[src/design/assert_macros.svh]
// Assertion macros used by the packer's merge stage.
// Expects signals named clock and reset in the including module.
`ifndef ASSERT_MACROS_SVH
`define ASSERT_MACROS_SVH

// property checked at every edge outside reset
`define HBP_ASSERT_NOW(label, prop, msg) \
   label: assert property (@(posedge clock) disable iff (reset) (prop)) else $error(msg);

// consequent checked at the edge after the antecedent
`define HBP_ASSERT_NEXT(label, ante, cons, msg) \
   label: assert property (@(posedge clock) disable iff (reset) (ante) |=> (cons)) \
      else $error(msg);

`endif

[src/design/hbp_pkg.sv]
// Shared types, constants and the table-load function of the bit packer.
// No dependencies.
package hbp_pkg;

   localparam int MAX_CODE_LEN = 32;
   localparam int CODE_W       = 32;
   localparam int LEN_W        = 6;
   localparam int SYM_W        = 9;
   localparam int BYTE_W       = 8;
   localparam int CNT_W        = 3;
   localparam int TABLE_DEPTH  = 257;
   localparam int MERGE_W      = CODE_W + BYTE_W;
   localparam int EMIT_CNT_W   = 3;

   localparam logic [SYM_W-1:0] END_INDEX = SYM_W'(TABLE_DEPTH - 1);
   localparam logic [LEN_W-1:0] LEN_LIMIT =
      LEN_W'((MAX_CODE_LEN < CODE_W) ? MAX_CODE_LEN : CODE_W);

   typedef enum logic [1:0] {
      KIND_LOAD   = 2'd0,
      KIND_ENCODE = 2'd1,
      KIND_END    = 2'd2,
      KIND_NONE   = 2'd3
   } kind_type;

   typedef struct packed {
      logic [LEN_W-1:0]  len;
      logic [CODE_W-1:0] bits;
   } entry_type;

   typedef struct packed {
      logic [MERGE_W-1:0]    word;
      logic [EMIT_CNT_W-1:0] count;
   } emit_type;

   function automatic entry_type load_entry(input logic [LEN_W-1:0] len,
                                            input logic [CODE_W-1:0] bits);
      entry_type         e;
      logic [LEN_W-1:0]  l;
      logic [CODE_W-1:0] mask;
      l = (len > LEN_LIMIT) ? LEN_LIMIT : len;
      if (l >= LEN_W'(CODE_W)) begin
         mask = '1;
      end else begin
         mask = (CODE_W'(1) << l) - CODE_W'(1);
      end
      e.len  = l;
      e.bits = bits & mask;
      return e;
   endfunction

endpackage

[src/design/hbp_merge.sv]
// Merge stage: joins the read code with the bit accumulator and hands
// complete bytes to the emitter. Depends on hbp_pkg and assert_macros.svh.
`include "assert_macros.svh"

module hbp_merge (
   input  logic               clock,
   input  logic               reset,
   input  logic               in_valid,
   input  logic               in_end,
   input  hbp_pkg::entry_type rd_entry,
   input  logic               emit_free,
   output logic               take,
   output logic               emit_load,
   output hbp_pkg::emit_type  emit
);

   logic                              s1_valid_ff, s1_valid_in;
   logic                              s1_end_ff, s1_end_in;
   logic [hbp_pkg::BYTE_W-1:0]        acc_ff, acc_in;
   logic [hbp_pkg::CNT_W-1:0]         acc_cnt_ff, acc_cnt_in;
   logic [hbp_pkg::MERGE_W-1:0]       merged;
   logic [hbp_pkg::LEN_W-1:0]         total;
   logic [hbp_pkg::EMIT_CNT_W-1:0]    full;
   logic [hbp_pkg::CNT_W-1:0]         rem;
   logic [hbp_pkg::EMIT_CNT_W-1:0]    count;
   logic [hbp_pkg::BYTE_W-1:0]        tail;
   logic                              s1_advance;

   always_comb begin
      merged = (hbp_pkg::MERGE_W'(rd_entry.bits) << acc_cnt_ff)
             | hbp_pkg::MERGE_W'(acc_ff);
      total  = rd_entry.len + hbp_pkg::LEN_W'(acc_cnt_ff);
      full   = total[hbp_pkg::LEN_W-1:hbp_pkg::CNT_W];
      rem    = total[hbp_pkg::CNT_W-1:0];
      case (full)
         3'd0:    tail = merged[7:0];
         3'd1:    tail = merged[15:8];
         3'd2:    tail = merged[23:16];
         3'd3:    tail = merged[31:24];
         3'd4:    tail = merged[39:32];
         default: tail = '0;
      endcase
      if (s1_end_ff) begin
         count = full + hbp_pkg::EMIT_CNT_W'(rem != '0);
      end else begin
         count = full;
      end
   end

   assign s1_advance = s1_valid_ff && ((count == '0) || emit_free);
   assign take       = !s1_valid_ff || s1_advance;
   assign emit_load  = s1_valid_ff && (count != '0) && emit_free;
   assign emit.word  = merged;
   assign emit.count = count;

   always_comb begin
      s1_valid_in = s1_valid_ff;
      s1_end_in   = s1_end_ff;
      acc_in      = acc_ff;
      acc_cnt_in  = acc_cnt_ff;
      if (s1_advance) begin
         s1_valid_in = 1'b0;
         if (s1_end_ff) begin
            acc_in     = '0;
            acc_cnt_in = '0;
         end else begin
            acc_in     = tail;
            acc_cnt_in = rem;
         end
      end
      if (take && in_valid) begin
         s1_valid_in = 1'b1;
         s1_end_in   = in_end;
      end
   end

   always_ff @(posedge clock) begin
      if (reset) begin
         s1_valid_ff <= 1'b0;
         s1_end_ff   <= 1'b0;
         acc_ff      <= '0;
         acc_cnt_ff  <= '0;
      end else begin
         s1_valid_ff <= s1_valid_in;
         s1_end_ff   <= s1_end_in;
         acc_ff      <= acc_in;
         acc_cnt_ff  <= acc_cnt_in;
      end
   end

   `HBP_ASSERT_NOW(a_load_when_free, emit_load |-> emit_free, "emitter loaded while busy")
   `HBP_ASSERT_NEXT(a_end_clears, s1_advance && s1_end_ff, acc_cnt_ff == '0, "end left bits")
   `HBP_ASSERT_NEXT(a_stall_holds, s1_valid_ff && !s1_advance, s1_valid_ff, "stalled item lost")

endmodule

[config.mk]
export PLATFORM = sky130hd
export DESIGN_NAME = hbp_merge
export DESIGN_NICKNAME = d
export VERILOG_FILES = /design/src/design/hbp_pkg.sv /design/src/design/hbp_merge.sv
export VERILOG_INCLUDE_DIRS = /design/src /design/src/design
export SDC_FILE = /design/constraint.sdc
export NUM_CORES = 1
export LEC_CHECK = 0
export BUFFER_PORTS_ARGS = -buffer_cell sky130_fd_sc_hd__buf_2
export CAP_MARGIN = 20
export CORE_MARGIN = 2
export CORE_UTILIZATION = 55
export DETAILED_ROUTE_END_ITERATION = 12
export PLACE_DENSITY = 0.88
export RECOVER_POWER = 50
export SYNTH_ARGS = -nofsm -noshare
export SYNTH_HDL_FRONTEND = slang
export SYNTH_SLANG_ARGS = --single-unit
[constraint.sdc]
create_clock -name clock -period 5.4 [get_ports clock]
set_input_delay 0.54 -clock clock [delete_from_list [all_inputs] [get_ports clock]]
set_output_delay 0.54 -clock clock [all_outputs]
set_load 0.01 [all_outputs]
Word-level counts from Yosys, hierarchy flattened
Index checks and enable logic that the tools add are counted.
- bits in registers: 13
- input port bits: 43
- add/subtract/negate cells: 2
- equal/unequal tests: 4
- shift-type cells: 1
- multiplexer cells: 6
- bitwise operators: 1
- reductions and logical operators: 12
- operators by type and width (operator ; count):
    bitwise OR 40 x 8 -> 40 bit ; 1
    case mux 8 bit (5 select lines) ; 1
    left shift 32 x 3 -> 40 bit ; 1
    two-way mux 8 bit ; 1
    adder 6 x 3 -> 6 bit ; 1
    equality test 3 x 2 -> 1 bit (second input constant) ; 2
    logical NOT 3 bit ; 2
    two-way mux 3 bit ; 2
    nonzero test 3 bit ; 2
    logical AND 1 bit ; 4
    adder 3 x 1 -> 3 bit ; 1
    equality test 3 x 1 -> 1 bit (second input constant) ; 1
    equality test 3 bit (second input constant) ; 1
    logical OR 1 bit ; 2
    two-way mux 1 bit ; 2
    nonzero test 2 bit ; 1
    logical NOT 1 bit ; 1

Longest topological paths before layout
- depth after elaboration: 10
- depth in mapped cells: 13
- mapped depth without buffers: 12

Worst setup path after synthesis
Ideal clock, no wire load.
- kind: input to output
- from: input rd_entry[33] in the netlist's numbering
- to: output emit_load
- data arrival time: 2.948 ns
- data required time: 4.860 ns
- slack: 1.912 ns
- stages: 11
- buffers on the path: 1
- path through: ha_1 a211oi_2 or3_4 and2_1 clkbuf_1 ha_1 and2_1 o21ai_0 xnor2_2 or2_2 and3_1
- RTL lines (element ; RTL line ; RTL):
    from (decl) ; hbp_merge.sv:10 ; input hbp_pkg::entry_type rd_entry,
    to (decl) ; hbp_merge.sv:13 ; output logic emit_load,

==> key figures <==
Critical path
  • Worst R2R Path Depth: 8
  • Worst stage delay on the critical path: 1.13 ns
  • Setup CP Type: reg -> out
  • Critical Path End Type: primary output
  • CP cell instances: clkbuf_1, inv_1, mux2i_1, nand2_1, o21ai_0, buf_2
  • Worst Path Arrival: 3.44 ns
  • Delay-heaviest family, CP: buffers and inverters
  • Crit Path Max Fanout: 25
  • RR Startpoint: acc_cnt_ff[0]
  • Reg2reg end: acc_ff[5]
  • CP max stage cell: clkbuf_1
  • Reg2Reg Setup Slack: about 1.7 ns
  • Crit start category: flip-flop
  • Required time worst endpoint: 4.86 ns
  • Buf/Inv on CP: 3
  • CP startpoint: acc_cnt_ff[0]

Placed design
  • DP Area: 2800 µm²
  • Placed Cells: between 400 and 500
  • Place WS: around 1.6 ns
  • Final HPWL DP: 5650 µm
  • Port-buffer cells: 86
  • Routability cong.: 0.973

Global route
  • Total gr overflow: 0
  • Vias in the first global route: 2,460
  • Initial antenna violation count: 0
  • Overall routing resource usage: 28.8%
  • Largest net degree at the start of global routing: 31
  • Global-route wire length before repair: 11,800 µm

Power
  • Total power: 0.436 mW
  • Worst vdd ir: 0.161 mV
  • Internal: 0.254 mW
  • Clk network pwr share: 19.2%
  • Part of the power in registers: 23.5%
  • Sw frac: 41.7%
  • Switching component of the power: 0.182 mW
  • Pwr/cell area: 155 nW/µm²
  • Gate power share: 57.3%
  • Lkg Pwr: approximately 1.2 nW

STA
  • RSZ-0062 raised after global routing: no
  • Relative slew slack: -3.51%
  • Worst Clk Skew: 0.00172 ns
  • Worst-margin pin slew: 1.55 ns
  • Setup tns final: 0 ns
  • Worst hold margin: around 0.47 ns
  • Fin. max-slew vios: 26
  • Hold Violations, Final: 0
  • Final worst slack: 1.42 ns
  • FMAX: 0.251 GHz
  • Fin crit share: 73.7%
  • Number of setup violations in the final report: 0
  • Min Tclk post-route: roughly 4 ns

Layout
  • Area of the multi-input gates: 1960 µm²
  • Final Core Density: 69.2%
  • N_diodes: 0
  • Final cell count without fillers: 416
  • Final #Nets: 415
  • # fillers: ~340
  • Synth-to-Final Area Change: 19.3%
  • Final Instance Area: 2810 µm²
  • FF/Latch Area: 260 µm²
  • Fraction of layout instances using a drive strength above 1: between 20 and 30%

Logic synthesis
  • Top cell type's share of synthesized area: 20.8%
  • Share of synthesized registers carrying an async set or reset: 0%
  • Synth Cell Area: roughly 2400 µm²
  • Syn_nets: roughly 340
  • Post-synthesis area per instance: 8.09 µm²
  • YS warnings: 0
  • Synth Instances: 291
  • Post-synthesis sequential area ratio: 11.1%
  • #FFs+latches synth: 13
  • Yosys top cell by area: mux2i_1
  • Ranking of synthesized cells by area: mux2i_1 (21%), mux2_2 (13%), dfxtp_1 (11%)
  • Count of cell types in the netlist: 60
  • Most common cell in the netlist: mux2i_1
  • Post-synth EDFFs: 0
  • Synth cell count leaders: mux2i_1 (49), mux2_2 (27), o21ai_0 (27), nand2_1 (19), a21oi_1 (17)
  • Ys flop type: dfxtp_1

Worst hold path
  • Hold path depth: 2
  • Worst Hold End: acc_ff[1]
  • Hold Crit Class: reg -> reg
  • Hold Startpoint: acc_ff[1]

Clock network
  • CTS tree: done
  • Clk_lat worst skew: 0.24 ns
  • Num CTS Buffers: 3
  • Worst-path clk slew: around 0.05 ns
  • Clk sinks: 13
  • Setup Buffers After CTS: 0
  • CTS max path bufs: 2
  • Root Driver: clkbuf_8
  • Htree depth: 1
  • Post-CTS Resized: 0
  • Hold-fix buffers, CTS: 0

Detailed routing
  • Initial DRC count: 303
  • DR DRC count: 0
  • Routed WL per cell: 17.1 µm
  • Remaining antenna violation count after routing: 0
  • Via total after detailed routing: 2,711
  • Vias per cell: about 6.5
  • Drt pass-1 iters: 5
  • Routed WL: 7110 µm

Die
  • Die area: approximately 4800 µm²
  • Total core area: 4060 µm²
  • Chip width: about 70 µm
  • Io pins: between 80 and 90
  • # rows: 23
  • Die height: 69.4 µm
  • Initial cell density of the core: 58.0%

Status
  • Status: finished, violations left
  • Failing checks: capacitance limit, slew limit

Run
  • Max cap viols: 1
registers in the layout, summed over array words and instances, names as in the netlist:
name         cells
acc_ff           8
acc_cnt_ff       3
s1_end_ff        1
s1_valid_ff      1
metal layers:
metal	global-route usage (%)	routed length, µm	share of wire [%]	up-vias
met4	8.50	140	2.0	0
li1	-	-	-	1274
met5	0	0	0	-
met3	2.47	627	8.8	16
met2	46.4	3330	47	180
met1	40.9	3010	42	1241
layout make-up:
type	count	share of cell area, %
Inverter	14	1.87
Sequential cell	13	9.27
Multi-Input combinational cell	245	69.9
Tap cell	50	2.23
Timing Repair Buffer	90	15.1
Clock buffer	4	1.60
kinds of logic after synthesis:
| logic type | count (synthesis) | synth area share, % |
|---|---|---|
| AOI/OAI and AO/OA | 94 | 26.8 |
| xor gates and xnor gates | 5 | 2.76 |
| adders and majority gates | 5 | 2.98 |
| buffers and inverters | 33 | 5.58 |
| DFF | 13 | 11.1 |
| muxes | 80 | 37.6 |
| other | 1 | 0.159 |
| and+or+nand+nor | 60 | 13.1 |
tightest hold or removal path: cells and delay by family, from the launching register on:
| kind | cells | cell delay [ns] |
|---|---|---|
| AOI/OAI and AO/OA | 2 | 0.12 |
| DFF | 1 | 0.30 |
how the worst max path moves through the flow:
stage / cells past startpoint / slack, ns / end
6_report: 6 / 1.42 / emit[11]
5_1_grt: 6 / 1.13 / emit[11]
4_1_cts: 12 / 1.50 / emit_load
3_5_place_dp: 12 / 1.65 / emit_load
3_3_place_gp: 12 / 1.71 / emit_load
2_1_floorplan: 11 / 1.91 / emit_load
power by group through the flow:
stage / clock network [mW] / logic [mW] / registers (mW)
after floorplan: 0 / 0.165 / 0.104
after global placement: 0 / 0.246 / 0.104
after detailed placement: 0 / 0.249 / 0.104
after CTS: 0.0870 / 0.250 / 0.102
after global routing: 0.0901 / 0.270 / 0.103
final: 0.0839 / 0.250 / 0.102
layout by cell type (no fill, tap or decap), types with 3 or more instances in the layout:
master	count
buf_2	61
mux2i_1	49
mux2_2	27
o21ai_0	27
clkbuf_1	27
nand2_1	19
a21oi_1	17
inv_1	14
nor2_1	13
dfxtp_1	13
o211ai_1	9
nand2b_1	5
a22o_1	5
a32oi_1	5
mux4_2	4
ha_1	4
nand3b_1	3
a31oi_1	3
o22ai_1	3
nor3_1	3
o21a_1	3
a32o_1	3
clkbuf_8	3
buf_4	3
Power figures use the tool's default switching activity.
