--- src/design/assert_macros.svh ---
// Assertion macros used by the packer's merge stage.
// Expects signals named clock and reset in the including module.
`ifndef ASSERT_MACROS_SVH
`define ASSERT_MACROS_SVH

// property checked at every edge outside reset
`define HBP_ASSERT_NOW(label, prop, msg) \
   label: assert property (@(posedge clock) disable iff (reset) (prop)) else $error(msg);

// consequent checked at the edge after the antecedent
`define HBP_ASSERT_NEXT(label, ante, cons, msg) \
   label: assert property (@(posedge clock) disable iff (reset) (ante) |=> (cons)) \
      else $error(msg);

`endif

--- src/design/hbp_pkg.sv ---
// Shared types, constants and the table-load function of the bit packer.
// No dependencies.
package hbp_pkg;

   localparam int MAX_CODE_LEN = 32;
   localparam int CODE_W       = 32;
   localparam int LEN_W        = 6;
   localparam int SYM_W        = 9;
   localparam int BYTE_W       = 8;
   localparam int CNT_W        = 3;
   localparam int TABLE_DEPTH  = 257;
   localparam int MERGE_W      = CODE_W + BYTE_W;
   localparam int EMIT_CNT_W   = 3;

   localparam logic [SYM_W-1:0] END_INDEX = SYM_W'(TABLE_DEPTH - 1);
   localparam logic [LEN_W-1:0] LEN_LIMIT =
      LEN_W'((MAX_CODE_LEN < CODE_W) ? MAX_CODE_LEN : CODE_W);

   typedef enum logic [1:0] {
      KIND_LOAD   = 2'd0,
      KIND_ENCODE = 2'd1,
      KIND_END    = 2'd2,
      KIND_NONE   = 2'd3
   } kind_type;

   typedef struct packed {
      logic [LEN_W-1:0]  len;
      logic [CODE_W-1:0] bits;
   } entry_type;

   typedef struct packed {
      logic [MERGE_W-1:0]    word;
      logic [EMIT_CNT_W-1:0] count;
   } emit_type;

   function automatic entry_type load_entry(input logic [LEN_W-1:0] len,
                                            input logic [CODE_W-1:0] bits);
      entry_type         e;
      logic [LEN_W-1:0]  l;
      logic [CODE_W-1:0] mask;
      l = (len > LEN_LIMIT) ? LEN_LIMIT : len;
      if (l >= LEN_W'(CODE_W)) begin
         mask = '1;
      end else begin
         mask = (CODE_W'(1) << l) - CODE_W'(1);
      end
      e.len  = l;
      e.bits = bits & mask;
      return e;
   endfunction

endpackage

--- src/design/hbp_emit.sv ---
// Byte emitter: holds up to five packed bytes and sends one per beat.
// Depends on hbp_pkg.
module hbp_emit (
   input  logic                       clock,
   input  logic                       reset,
   input  logic                       emit_load,
   input  hbp_pkg::emit_type          emit,
   output logic                       emit_free,
   output logic                       rsp_valid,
   input  logic                       rsp_ready,
   output logic [hbp_pkg::BYTE_W-1:0] rsp_out_byte,
   output logic                       rsp_last
);

   logic [hbp_pkg::MERGE_W-1:0]    word_ff, word_in;
   logic [hbp_pkg::EMIT_CNT_W-1:0] left_ff, left_in;
   logic                           beat;

   assign rsp_valid    = (left_ff != '0);
   assign rsp_last     = (left_ff == hbp_pkg::EMIT_CNT_W'(1));
   assign rsp_out_byte = word_ff[hbp_pkg::BYTE_W-1:0];
   assign beat         = rsp_valid && rsp_ready;
   assign emit_free    = (left_ff == '0) || (rsp_last && rsp_ready);

   always_comb begin
      word_in = word_ff;
      left_in = left_ff;
      if (emit_load) begin
         word_in = emit.word;
         left_in = emit.count;
      end else if (beat) begin
         word_in = word_ff >> hbp_pkg::BYTE_W;
         left_in = left_ff - hbp_pkg::EMIT_CNT_W'(1);
      end
   end

   always_ff @(posedge clock) begin
      if (reset) begin
         left_ff <= '0;
      end else begin
         left_ff <= left_in;
      end
   end

   always_ff @(posedge clock) begin
      word_ff <= word_in;
   end

endmodule

--- config.mk ---
export PLATFORM = sky130hd
export DESIGN_NAME = hbp_emit
export DESIGN_NICKNAME = d
export VERILOG_FILES = /design/src/design/assert_macros.svh /design/src/design/hbp_pkg.sv /design/src/design/hbp_emit.sv
export SDC_FILE = /design/constraint.sdc
export NUM_CORES = 1
export LEC_CHECK = 0
export BUFFER_PORTS_ARGS = -buffer_cell sky130_fd_sc_hd__buf_2
export CORE_ASPECT_RATIO = 1.2
export CORE_UTILIZATION = 35
export DETAILED_ROUTE_END_ITERATION = 8
export MAX_ROUTING_LAYER = met4
export PLACE_DENSITY = 0.58
export SKIP_CTS_REPAIR_TIMING = 1
export SLEW_MARGIN = 10
export SYNTH_ARGS = -nofsm -noshare
export SYNTH_HDL_FRONTEND = slang
export SYNTH_SLANG_ARGS = --single-unit
--- constraint.sdc ---
create_clock -name clock -period 2.1 [get_ports clock]
set_input_delay 0.315 -clock clock [delete_from_list [all_inputs] [get_ports clock]]
set_output_delay 0.315 -clock clock [all_outputs]
set_load 0.005 [all_outputs]
**Word-level counts from Yosys, hierarchy flattened**

Cells that the tools add are included.

- Bits in registers: 43
- Input bits: 47
- Output and inout port bits: 11
- Logic and storage cells: 14

- Add/subtract/negate cells: 1
- Eq/ne operators: 1
- Mux-type cells: 4
- Reduce and logical (&&, ||, !) cells: 6

Operator list:

| kind | number |
|---|---|
| $mux 40 | 2 |
| $mux 3 | 2 |
| $eq 3x1->1 const B | 1 |
| $logic_not 3->1 | 1 |
| $reduce_bool 3->1 | 1 |
| $sub 3x1->3 const B | 1 |
| $logic_and 1x1->1 | 2 |
| $reduce_bool 2->1 | 1 |
| $logic_or 1x1->1 | 1 |

**Logic depth before layout (Yosys ltp)**

- Word-level depth: 4
- Gate-level depth with buffers: 6

**Worst setup path after synthesis**

No wires, ideal clock.

- Kind: flip-flop to flip-flop
- Start point: register left_ff[0] (netlist bit)
- End point: register word_ff[0] (netlist bit), enable pin
- Library setup time: 0.379 ns
- Arrival time: 1.367 ns
- Path slack: 0.354 ns
- Cell stages (with the launch flop): 6
- Buffers on the path: 1
- Clock period less this slack: 1.746 ns
- Cells stage by stage: dfxtp_1 -> inv_1 -> ha_1 -> nand2b_4 -> buf_6 -> a21o_2

- Cells in the longest elaborated chain, start to end: 3

Ends and longest elaborated chain:

| item | line | source |
|---|---|---|
| start, declared | hbp_emit.sv:16 | `logic [hbp_pkg::EMIT_CNT_W-1:0] left_ff, left_in;` |
| start signal, assigned | hbp_emit.sv:41 | `left_ff <= left_in;` |
| $reduce_bool 3->1 | hbp_emit.sv:19 | `assign rsp_valid = (left_ff != '0);` |
| via rsp_valid | hbp_emit.sv:9 | `output logic rsp_valid,` |
| $logic_and 1x1->1 | hbp_emit.sv:22 | `assign beat = rsp_valid && rsp_ready;` |
| $reduce_bool 2->1 (no line) | n/a |  |
| end signal, assigned | hbp_emit.sv:46 | `word_ff <= word_in;` |
| end, declared | hbp_emit.sv:15 | `logic [hbp_pkg::MERGE_W-1:0] word_ff, word_in;` |

The timed path passes the listed nets, and every way through them passes these cells.
A chain may end at the register's enable or synchronous reset.

**Worst setup path in the final report**

- Start point: register left_ff[0] (netlist bit)
- End point: output emit_free

- Cells in the longest elaborated chain, start to end: 3

Ends and longest elaborated chain:

| item | line | source |
|---|---|---|
| $eq 3x1->1 | hbp_emit.sv:20 | `assign rsp_last = (left_ff == hbp_pkg::EMIT_CNT_W'(1));` |
| $logic_and 1x1->1 | hbp_emit.sv:23 | `assign emit_free = (left_ff == '0) \|\| (rsp_last && rsp_ready);` |
| $logic_or 1x1->1 (*) | hbp_emit.sv:23 |  |
| end, declared | hbp_emit.sv:8 | `output logic emit_free,` |

Mark *: on every way between the ends. The rest lies on a longest branch, timed or not.

==> metrics.txt <==
# TYPE chip_impl_metric gauge
chip_impl_info{name="outcome",value="completed"} 1
chip_impl_metric{name="reg2reg_depth",unit=""} 5
chip_impl_metric{name="worst_setup_hold_path_clk_slew",unit="ps"} 80
chip_impl_metric{name="hold_slack",unit="ps"} 277
chip_impl_metric{name="proportion_of_register_bits_with_asynchronous_set_or_reset_after_synthesis",unit="%"} 0
chip_impl_metric{name="detailedPlacementHpwl",unit="µm"} 2190
chip_impl_metric{name="total_number_of_vias",unit=""} 1095
chip_impl_metric{name="yosys-mux-area-fraction",unit="%"} 18.4
chip_impl_metric{name="drt-wirelength-per-cell",unit="µm"} 13.0
chip_impl_metric{name="globalRouteTotalUtil",unit="%"} 11.6
chip_impl_info{name="hold_start",value="reset"} 1
chip_impl_metric{name="power.ir.vdd_worst",unit="mV"} 0.526
chip_impl_info{name="worstSetupStartpoint",value="left_ff[0]"} 1
chip_impl_metric{name="slew_headroom",unit="%"} 79.8
chip_impl_metric{name="p_leak",unit="nW"} 0.971
chip_impl_metric{name="yosys.area_share.simple",unit="%"} 5.56
chip_impl_info{name="worstReg2RegEnd",value="word_ff[1]"} 1
chip_impl_metric{name="whs_path_depth",unit=""} 2
chip_impl_metric{name="timing.critical_path.required",unit="ps"} 1780
chip_impl_metric{name="totalPowerFinal",unit="mW"} 1.93
chip_impl_info{name="launching_point_of_the_worst_reg2reg_path",value="left_ff[0]"} 1
chip_impl_info{name="rsz_0062_raised_after_global_routing",value="false"} 1
chip_impl_metric{name="vias_in_the_first_global_route",unit=""} 1171
chip_impl_metric{name="stage_delay_of_the_slowest_cell_on_the_critical_path",unit="ps"} 390
chip_impl_metric{name="drt-total-wl",unit="µm"} 3070
chip_impl_metric{name="antenna_cells_inserted",unit=""} 0
chip_impl_metric{name="initial_core_util",unit="%"} 36.7
chip_impl_metric{name="finish.net_count",unit=""} 224
chip_impl_metric{name="synth_compound_gate_area_share",unit="%"} 3.84
chip_impl_metric{name="synthCells",unit=""} 120
chip_impl_info{name="worst_path_max_delay_cell",value="sky130_fd_sc_hd__dfxtp_1"} 1
chip_impl_metric{name="gp_routability_congestion",unit=""} 0.661
chip_impl_metric{name="max_freq",unit="GHz"} 0.617
chip_impl_metric{name="power.density",unit="mW/mm²"} 812
chip_impl_info{name="dominant_combinational_cell_family_by_area_after_synthesis",value="multiplexers"} 1
chip_impl_metric{name="layout_setup_ws",unit="ps"} 478
chip_impl_metric{name="arrival",unit="ps"} 1310
chip_impl_metric{name="layout_cell_share_with_drive_strength_beyond_1",unit="%"} 60.0
chip_impl_metric{name="synthDistinctLibCells",unit=""} 25
chip_impl_metric{name="number_of_enable_flip_flop_cells_after_synthesis",unit=""} 40
chip_impl_info{name="critical_path.endpoint",value="emit_free"} 1
chip_impl_metric{name="period_minus_slack",unit="ps"} 1620
chip_impl_metric{name="design.portCount",unit=""} 58
chip_impl_metric{name="synthesis.area_per_instance",unit="µm²"} 16.3
chip_impl_info{name="cts_tree",value="done"} 1
chip_impl_metric{name="synth_fp_nets",unit=""} 170
chip_impl_metric{name="flop_to_flop_setup_slack",unit="ps"} 490
chip_impl_metric{name="cts_buffers",unit=""} 5
chip_impl_metric{name="dieArea",unit="mm²"} 0.00590
chip_impl_metric{name="timing_hold_violations_final",unit=""} 0
chip_impl_metric{name="drt_first_pass_iters",unit=""} 2
chip_impl_metric{name="drt_first_iter_violations",unit=""} 29
chip_impl_info{name="timing.hold.worst.class",value="in -> reg"} 1
chip_impl_info{name="clock_tree.root_cell",value="sky130_fd_sc_hd__clkbuf_8"} 1
chip_impl_info{name="crit_path_cell_trace",value="inv_1 > ha_1 > nand2b_4 > nand2_1 > buf_2"} 1
chip_impl_metric{name="cp_max_fo",unit=""} 7
chip_impl_metric{name="fin_crit_sh",unit="%"} 77.2
chip_impl_metric{name="htreeDepth",unit=""} 2
chip_impl_info{name="worst_setup_path_start_kind",value="flip-flop"} 1
chip_impl_metric{name="clk_latency",unit="ps"} 280
chip_impl_metric{name="final_ant_viol_nets",unit=""} 0
chip_impl_metric{name="yosysWarnings",unit=""} 0
chip_impl_info{name="criticalPathCategory",value="reg -> out"} 1
chip_impl_metric{name="dp_worst_setup_slack",unit="ps"} 531
chip_impl_metric{name="site_rows",unit=""} 29
chip_impl_metric{name="maxSlewViolCount",unit=""} 0
chip_impl_metric{name="grt.overflow.total",unit=""} 0
chip_impl_metric{name="grt_antenna_before_repair",unit=""} 0
chip_impl_metric{name="num-fill-cells",unit=""} 480
chip_impl_metric{name="floorplan.die.height",unit="µm"} 83.9
chip_impl_metric{name="synth.cell_area",unit="mm²"} 0.00196
chip_impl_metric{name="clock-skew-final",unit="ps"} 3.31
chip_impl_info{name="cp_endpoint_kind",value="output pin"} 1
chip_impl_metric{name="ys_seq_elements",unit=""} 43
chip_impl_metric{name="cts-root-to-sink-buffers",unit=""} 2
chip_impl_metric{name="dieWidth",unit="µm"} 70.3
chip_impl_metric{name="post_synth_xor_area_fraction",unit="%"} 0
chip_impl_metric{name="synth_seq_area_share",unit="%"} 64.5
chip_impl_metric{name="grt_first_pass_wirelength",unit="µm"} 5170
chip_impl_metric{name="timing.max_cap.violations",unit=""} 0
chip_impl_info{name="synth-main-ff-cell",value="sky130_fd_sc_hd__edfxtp_1"} 1
chip_impl_metric{name="drc_errors",unit=""} 0
chip_impl_metric{name="flow.area_growth_from_synthesis",unit="%"} 21.6
chip_impl_metric{name="cts_num_sinks",unit=""} 43
chip_impl_metric{name="tns",unit="ps"} 0
chip_impl_metric{name="post_synth_fa_ha_maj_area_fraction",unit="%"} 1.92
chip_impl_metric{name="floorplan.core_area",unit="mm²"} 0.00533
chip_impl_metric{name="timing.final.setup_violations",unit=""} 0
chip_impl_metric{name="place.port_buffers",unit=""} 57
chip_impl_metric{name="grt_start_max_net_pins",unit=""} 28
chip_impl_metric{name="max_slew.worst_pin.slew",unit="ps"} 302
chip_impl_metric{name="route.detailed.vias_per_inst",unit=""} 4.62
metal layers:
metal	share of wire, %	global-route usage, %	wire length [µm]	up-vias
li1	-	-	-	546
met1	44	13.5	1340	502
met2	48	18.7	1480	42
met3	6.8	3.50	209	5
met4	1.2	4.36	36	0
met5	0	-	0	-
final cells by class:
type,count,area [µm²],area share (%)
multi-input cells,60,582,24.4
well taps,62,77.6,3.26
flip-flops and latches,43,1260,53.0
inverters,3,11.3,0.473
repair buffers,61,340,14.3
clock inverters,3,38.8,1.63
clock buffers,5,68.8,2.89
kinds of logic (layout without fill, tap and decap cells):
family          count (synthesis)  in the layout
buf+inv                        17             72
compound gates                  8              8
flops                          43             43
fa+ha+maj                       3              3
simple gates                   17             17
mux                            32             32
synth_stat cells, types with 3 or more instances:
master	number	share of area (%)
sky130_fd_sc_hd__nand2_1	3	0.58
sky130_fd_sc_hd__and2_1	8	2.6
sky130_fd_sc_hd__inv_1	3	0.58
sky130_fd_sc_hd__edfxtp_1	40	61
sky130_fd_sc_hd__buf_4	11	4.2
sky130_fd_sc_hd__ha_1	3	1.9
sky130_fd_sc_hd__dfxtp_1	3	3.1
sky130_fd_sc_hd__mux2_2	32	18
stage by stage:
step           utilization [%]  area [µm²]  cells
2_1_floorplan                -        1960    120
3_3_place_gp              42.6        2270    229
3_5_place_dp              42.6        2270    229
4_1_cts                   44.6        2380    237
5_1_grt                   44.6        2380    237
6_report                  44.6        2380    237
cell usage in the layout, fill, tap and decap left out, drive strengths merged, types with 2 or more instances in the layout:
| master | instances |
|---|---|
| and2 | 8 |
| buf | 61 |
| clkbuf | 5 |
| clkinv | 2 |
| dfxtp | 3 |
| edfxtp | 40 |
| ha | 3 |
| inv | 3 |
| mux2 | 32 |
| nand2 | 3 |
registers in the layout, indices dropped and copies added, names as in the netlist:
register,cells
word_ff,40
left_ff,3
where the power goes:
| part | switching [mW] | internal [mW] |
|---|---|---|
| sequential | 0.0220 | 1.05 |
| combinational | 0.109 | 0.141 |
| clock | 0.261 | 0.348 |
| total | 0.392 | 1.54 |
worst min-delay path by stage:
stage	to	slack, ps
after global routing	left_ff[0]	260
after floorplan	left_ff[0]	390
after detailed placement	left_ff[1]	500
after CTS	left_ff[0]	260
final	left_ff[2]	280
after global placement	left_ff[1]	490
critical path: cells and delay by family, from the launching register on:
family / cells / cell delay (ps)
flip-flops: 1 / 390
AND/OR/NAND/NOR: 2 / 170
adder cells (fa/ha/maj): 1 / 250
buffers and inverters: 2 / 210
No activity file was read; power rests on OpenSTA's default activity.
